### config.mk
export PLATFORM = sky130hd
export DESIGN_NAME = imr_ram
export DESIGN_NICKNAME = d
export VERILOG_FILES = /design/src/rtl/imr_ram.sv
export SDC_FILE = /design/constraint.sdc
export NUM_CORES = 1
export LEC_CHECK = 0
export BUFFER_PORTS_ARGS = -buffer_cell sky130_fd_sc_hd__buf_2
export CAP_MARGIN = 10
export CORE_AREA = 4 4 47 91
export CTS_BUF_LIST = sky130_fd_sc_hd__clkbuf_8
export DETAILED_ROUTE_END_ITERATION = 6
export DIE_AREA = 0 0 51 95
export GPL_TIMING_DRIVEN = 0
export HOLD_SLACK_MARGIN = 0.12
export PLACE_DENSITY = 0.68
export SETUP_SLACK_MARGIN = 0.5
export SLEW_MARGIN = 5
export SYNTH_ARGS = -nofsm -noshare
export SYNTH_HDL_FRONTEND = slang
export SYNTH_SLANG_ARGS = --single-unit
### constraint.sdc
create_clock -name clk_i -period 1.7 [get_ports clk_i]
set_clock_uncertainty 0.05 [all_clocks]
set_input_delay 0.17 -clock clk_i [delete_from_list [all_inputs] [get_ports clk_i]]
set_output_delay 0.17 -clock clk_i [all_outputs]
set_load 0.02 [all_outputs]
### src/rtl/imr_ram.sv
`timescale 1ns / 1ps

module imr_ram #(
  parameter int unsigned Width = 8,
  parameter int unsigned Depth = 4
) (
  input  logic                     clk_i,
  input  logic                     we_i,
  input  logic [$clog2(Depth)-1:0] waddr_i,
  input  logic [Width-1:0]         wdata_i,
  input  logic                     re_i,
  input  logic [$clog2(Depth)-1:0] raddr_i,
  output logic [Width-1:0]         rdata_o
);

  logic [Width-1:0] mem_q [Depth];
  logic [Width-1:0] rdata_q;

  always_ff @(posedge clk_i) begin
    if (we_i) begin
      mem_q[waddr_i] <= wdata_i;
    end
    if (re_i) begin
      rdata_q <= mem_q[raddr_i];
    end
  end

  assign rdata_o = rdata_q;

endmodule

[After elaboration in Yosys (flattened, before gate mapping)]
Memory sizes are Yosys's and may differ from the RTL's. A register that Yosys moved wholly into a read port is not among the register bits.
Index checks and enable logic that the tools add are counted.
Cells by class
  multiplexer cells: 2
Operator list (number)
  two-way mux 1 bit: 2
Word-level totals
  input port bits: 15
  memories: 1
  word-level logic and storage cells: 3
  output and inout port bits: 8
  RAM bits: 32
  register bits after elaboration: 0
Memories
  mem_q: words 4, bits a word 8, rd ports 1, clocked after memory_dff 1, write ports 1, line 16  | logic [Width-1:0] mem_q [Depth];

[Logic depth before layout (Yosys ltp)]
Gate-level depths: netlist of run 1.
  word-level depth: 2
  gate-level depth with buffers: 2
  depth with buffers taken out: 1

[Worst setup path after synthesis of run 1]
No wires, ideal clock.
  path kind: input-to-reg
  from: input port waddr_i[0]
  to: memory mem_q[0][0] (enable)
  buffers on the path: 0
  data required time: 1.265 ns
  stages on the path: 1
  path slack: 0.416 ns
  data arrival time: 0.849 ns
  library setup time: 0.385 ns
  path through: nor3b_1
RTL lines
  from (decl): line 9  | input logic [$clog2(Depth)-1:0] waddr_i,
  to (decl): line 16
Straight into the memory's write port.

[Worst setup path in the final report of run 1]
  from: memory mem_q[3][7]
  to: register rdata_q[7], in the netlist rdata_o[7] (read register of mem_q) (data pin)
RTL lines
  to (decl): line 17  | logic [Width-1:0] rdata_q;
No word-level cell between the ends.

==> impl_metrics.csv, run 1 <==
group,metric,value,unit
hold_path,hold_depth,1,
grt,grt_pass1_vias,645,
routing,drtPass1Iterations,4,
hold_path,hold_end,"rdata_o[2]$_DFFE_PP_",
timing,setup_viol,0,
critical_path,critPathBufInv,0,
routing,route.vias.total,626,
die,start_util,39.61,%
placed_design,gp_congestion,0.6375,
yosys,yosysWarningCount,0,
die,die_area,4845,µm²
power_and_ir_drop,power_density,1058,nW/µm²
critical_path,cp.required,1680,ps
cts,cts_tree,"built",
yosys,yosysSeqAreaShare,84.06,%
timing,hold_viol,0,
cts,cts.path.max_buffers,2,
yosys,syn_avg_cell_area,26.46,µm²
critical_path,slowest_stage,"mux4_2",
timing,slew_headroom,51.64,%
die,die_height,95,µm
grt,grt-ovfl-total,0,
cts,path_clk_slew,70,ps
critical_path,reg2regPathDepth,1,
critical_path,worstReg2RegStart,"mem_q[3][7]$_DFFE_PP_",
cts,cts_sinks,40,
placed_design,portBuffers,20,
critical_path,cp-end-kind,"register",
critical_path,cpPeakStageDelay,460,ps
finish,syn2layout_area_growth,23.03,%
grt,grt_max_degree,13,
grt,antenna_found_initial,0,
yosys,synthTopCellsByArea,"edfxtp_1 84%, mux4_2 13%, and3b_1 1.2%, buf_6 0.79%, nor3b_1 0.53%",
outcome,status,"finished, final reports clean",
critical_path,cp-start-kind,"register",
yosys,netlist_area,1429,µm²
yosys,synth_seq_cells,40,
yosys,syn_nets,69,
routing,viasPerCell,4.504,
critical_path,crit_path_cell_trace,"mux4_2",
routing,wl,1921,µm
timing,period_share,66.78,%
critical_path,arrival,1110,ps
critical_path,crit_type,"register to register",
die,top_level_ports,23,
cts,clk_latency,280,ps
critical_path,r2r_setup_slack,560,ps
power_and_ir_drop,peakVddDrop,0.7443,mV
routing,antenna_left,0,
cts,cts_buffers,5,
run,max_cap_violations,0,
critical_path,r2r_end,"rdata_o[7]$_DFFE_PP_",
routing,wire_per_inst,13.82,µm
yosys,yosysTopAreaCellShare,84.06,%
finish,num-nets-final,104,
hold_path,hold_path.class,"input pin to register",
finish,fillers,311,
timing,hold_ws,171.4,ps
finish,drive_above_1_share,42.22,%
timing,fin_crit,1135,ps
timing,drv_slew,0,
critical_path,critPathTopFamily,"multiplexers",
timing,setup_tns,0,ps
finish,mostFrequentLayoutCell,"edfxtp_1",
power_and_ir_drop,leakage,0.0006136,µW
grt,grt_first_pass_wirelength,3091,µm
die,fp-row-count,31,
cts,htree_num_levels,2,
grt,track_usage,9.706,%
cts,clock-root-buffer,"clkbuf_8",
routing,drt_iter0_drc,13,
timing,grt_setup_unrepaired,"no",
die,die_width,51,µm
yosys,synthCells,54,
finish,n_antenna_cell,0,
timing,max_freq,880.9,MHz
die,coreArea,3607,µm²
hold_path,min_from,"re_i",
yosys,synth.distinct_cells,7,
finish,final_cell_mix,"40 x edfxtp_1, 20 x buf_2, 8 x mux4_2, 8 x dlygate4sd3_1, 5 x clkbuf_8",
yosys,yosysTopAreaCell,"edfxtp_1",
routing,drc_errors,0,
timing,worstMarginPinSlew,722.2,ps
critical_path,path_max_fanout,1,
## worst max-delay path by stage
stage / depth (start not counted) / to / slack [ps] / startpoint
4_1_cts: 1 / rdata_o[7]$_DFFE_PP_ / 560 / mem_q[3][7]$_DFFE_PP_
6_report: 1 / rdata_o[7]$_DFFE_PP_ / 560 / mem_q[3][7]$_DFFE_PP_
3_5_place_dp: 2 / mem_q[0][3]$_DFFE_PP_ / 270 / waddr_i[0]
3_3_place_gp: 2 / mem_q[0][3]$_DFFE_PP_ / 370 / waddr_i[0]
5_1_grt: 1 / rdata_o[7]$_DFFE_PP_ / 520 / mem_q[3][7]$_DFFE_PP_
2_1_floorplan: 2 / rdata_o[0]$_DFFE_PP_ / 600 / raddr_i[0]
## synthesized netlist by cell type
cell type and number:
mux4_2 8, edfxtp_1 40, clkbuf_2 1, and3b_1 2
nor3b_1 1, and3_1 1, buf_6 1
## logic make-up after synthesis
family / after synthesis / synth area share (%)
DFF: 40 / 84.06
buffers and inverters: 2 / 1.138
and+or+nand+nor: 4 / 2.190
muxes: 8 / 12.61
## report_power, final
part           total, µW  leakage [µW]  switching [µW]  internal (µW)
clock network        573     0.0000453             295            278
registers           1160      0.000372            10.4           1150
logic                130      0.000196            65.3           65.1
## sequential cells by signal, summed over array words and instances (netlist names)
name	cells
mem_q	32
rdata_o	8
## repair_timing
item	in CTS	in global routing
endpoints found under the hold margin	32	0
setup buffers	0	0
hold buffers	8	0
resized for setup	0	0
## routing by layer
| layer | up-vias | wire length [µm] | GRT usage (%) |
|---|---|---|---|
| met1 | 298 | 708 | 9.372 |
| li1 | 298 | - | - |
| met3 | 6 | 133 | 3.318 |
| met2 | 24 | 1005 | 15.73 |
| met4 | 0 | 73 | 8.764 |
| met5 | - | 0 | 0 |
## metrics by stage
step	worst slack [ps]	instances	total power [µW]	instance area [µm²]	util (%)
after CTS	555.5	139	1883	1758	48.73
after floorplan	596.6	54	1247	1434	-
after detailed placement	274.1	123	1300	1595	44.22
after global routing	516.7	139	1932	1758	48.73
after global placement	367.3	123	1292	1595	44.22
final	564.8	139	1860	1758	48.73
## cell type report
class | count | area, µm² | share of cell area (%)
multi-input cells | 12 | 216.5 | 12.31
repair buffers | 28 | 180.2 | 10.25
well taps | 49 | 61.31 | 3.488
clock inverters | 3 | 13.76 | 0.7829
clock buffers | 5 | 68.82 | 3.915
flip-flops and latches | 40 | 1201 | 68.33
plain buffers | 2 | 16.27 | 0.9253
Note: power is estimated with default switching activity, not from simulation.
==> run 2: changes to the inputs <==
PLACE_DENSITY = 0.71   (was 0.68)
clock period = 0.95 ns   (was 1.7 ns; I/O delays follow)
==> impl_metrics.csv, run 2 (synthesis gave the netlist of run 1 again) <==
group,metric,value,unit
power_and_ir_drop,combPwrFrac,6.8,%
finish,final_cell_mix,"40 x edfxtp_1, 14 x buf_2, 8 x mux4_2",
finish,largest_register_ffs,32,
routing,drt_iter0_drc,13,
grt,grt_pass1_vias,689,
power_and_ir_drop,peakVddDrop,1.061,mV
critical_path,path_max_fanout,1,
grt,track_usage,9.838,%
critical_path,slowest_stage,"mux4_2",
routing,viasPerCell,4.727,
run,max_cap_violations,0,
placed_design,dp_slack,-198.4,ps
power_and_ir_drop,power_density,2033,nW/µm²
routing,drtPass1Iterations,2,
finish,seq_area,1201,µm²
cts,clock-root-buffer,"clkbuf_8",
finish,syn2layout_area_growth,24.61,%
grt,antenna_found_initial,0,
outcome,status,"finished with violations",
cts,cts_tree,"built",
timing,slew_headroom,84.82,%
routing,antenna_left,0,
die,die_area,4845,µm²
timing,hold_viol,32,
routing,drc_errors,0,
outcome,violations,"negative hold slack, negative setup slack",
placed_design,gp_congestion,0.6248,
grt,grt_first_pass_wirelength,3318,µm
finish,mostFrequentLayoutCell,"edfxtp_1",
finish,fillers,306,
timing,setup_slack,-188.0,ps
cts,cts.path.max_buffers,2,
die,die_width,51,µm
critical_path,crit_path_cell_trace,"mux4_2",
routing,wire_per_inst,15.32,µm
critical_path,cp.required,930,ps
timing,hold_ws,-25.90,ps
critical_path,critPathBufInv,0,
finish,final_cells,132,
critical_path,cp-start-kind,"register",
finish,drive_above_1_share,49.40,%
cts,clk_latency,280,ps
timing,setup_tns,-1440,ps
timing,worstMarginPinSlew,227.7,ps
hold_path,hold_path.class,"input pin to register",
grt,grt-ovfl-total,0,
grt,grt_max_degree,13,
critical_path,cpPeakStageDelay,480,ps
power_and_ir_drop,leakage,0.0006125,µW
timing,fin_crit,1138,ps
timing,drv_slew,0,
power_and_ir_drop,p_int,2941,µW
die,start_util,39.61,%
die,coreArea,3607,µm²
critical_path,critPathTopFamily,"multiplexers",
critical_path,cp-end-kind,"register",
power_and_ir_drop,switching_share,18.74,%
finish,multiInputGateArea,230.2,µm²
timing,period_share,119.8,%
timing,setup_viol,10,
timing,grt_setup_unrepaired,"yes",
die,die_height,95,µm
cts,htree_num_levels,2,
finish,n_antenna_cell,0,
routing,route.vias.total,624,
power_and_ir_drop,p_seq_share,57.2,%
routing,wl,2022,µm
finish,largest_register,"mem_q",
cts,cts_buffers,5,
critical_path,arrival,1120,ps
critical_path,crit_type,"register to register",
cts,path_clk_slew,80,ps
placed_design,dp_cells,123,
cts,cts_sinks,40,
power_and_ir_drop,p_clk_share,36.0,%
placed_design,portBuffers,20,
timing,max_freq,878.7,MHz
die,fp-row-count,31,
power_and_ir_drop,p_sw,678.1,µW
finish,num-nets-final,97,
die,top_level_ports,23,
## run 2: path summary, 6_finish.rpt
kind	from	to	cells after the start	slack, ps
worst max-delay path	mem_q[3][0]$_DFFE_PP_	rdata_o[0]$_DFFE_PP_	1	-190
worst min-delay path	wdata_i[0]	mem_q[0][0]$_DFFE_PP_	1	-30
worst min register to register	mem_q[3][4]$_DFFE_PP_	rdata_o[4]$_DFFE_PP_	1	580
worst max register to register	mem_q[3][0]$_DFFE_PP_	rdata_o[0]$_DFFE_PP_	1	-190
## run 2: metal layers
layer | up-vias | share of wire [%] | GRT usage [%]
met5 | - | 0 | 0
met4 | 0 | 2.2 | 6.067
met3 | 4 | 6.1 | 3.160
met2 | 23 | 56 | 17.67
met1 | 310 | 36 | 9.265
li1 | 287 | - | -
## run 2: what timing repair did
action / in CTS / in global routing
pin swaps: 2 / 2
endpoints found under the setup margin: 48 / 48
resized for setup: 7 / 6
buffers inserted: 1 / 0
gates cloned: 0 / 0
endpoints found under the hold margin: 40 / 40
## run 2: cell type report
type,count,share of cell area [%]
Clock buffer,5,3.865
Timing Repair Buffer,21,9.276
Buffer,2,0.9136
Multi-Input combinational cell,12,12.93
Tap cell,49,3.443
Clock inverter,3,2.108
Sequential cell,40,67.46
## run 2: power by group through the flow
stage          sequential [µW]  clock [µW]  combinational (µW)
5_1_grt                   2080        1410                 266
3_5_place_dp              2110           0                 224
2_1_floorplan             2140           0                95.8
6_report                  2070        1300                 246
3_3_place_gp              2100           0                 214
4_1_cts                   2070        1340                 242
## run 2: stage by stage
step / power [µW] / util [%] / cell area [µm²]
global placement: 2317 / 44.61 / 1609
floorplan: 2236 / - / 1448
finish: 3619 / 49.36 / 1780
global route: 3754 / 49.36 / 1780
detailed placement: 2333 / 44.61 / 1609
CTS: 3654 / 48.84 / 1762
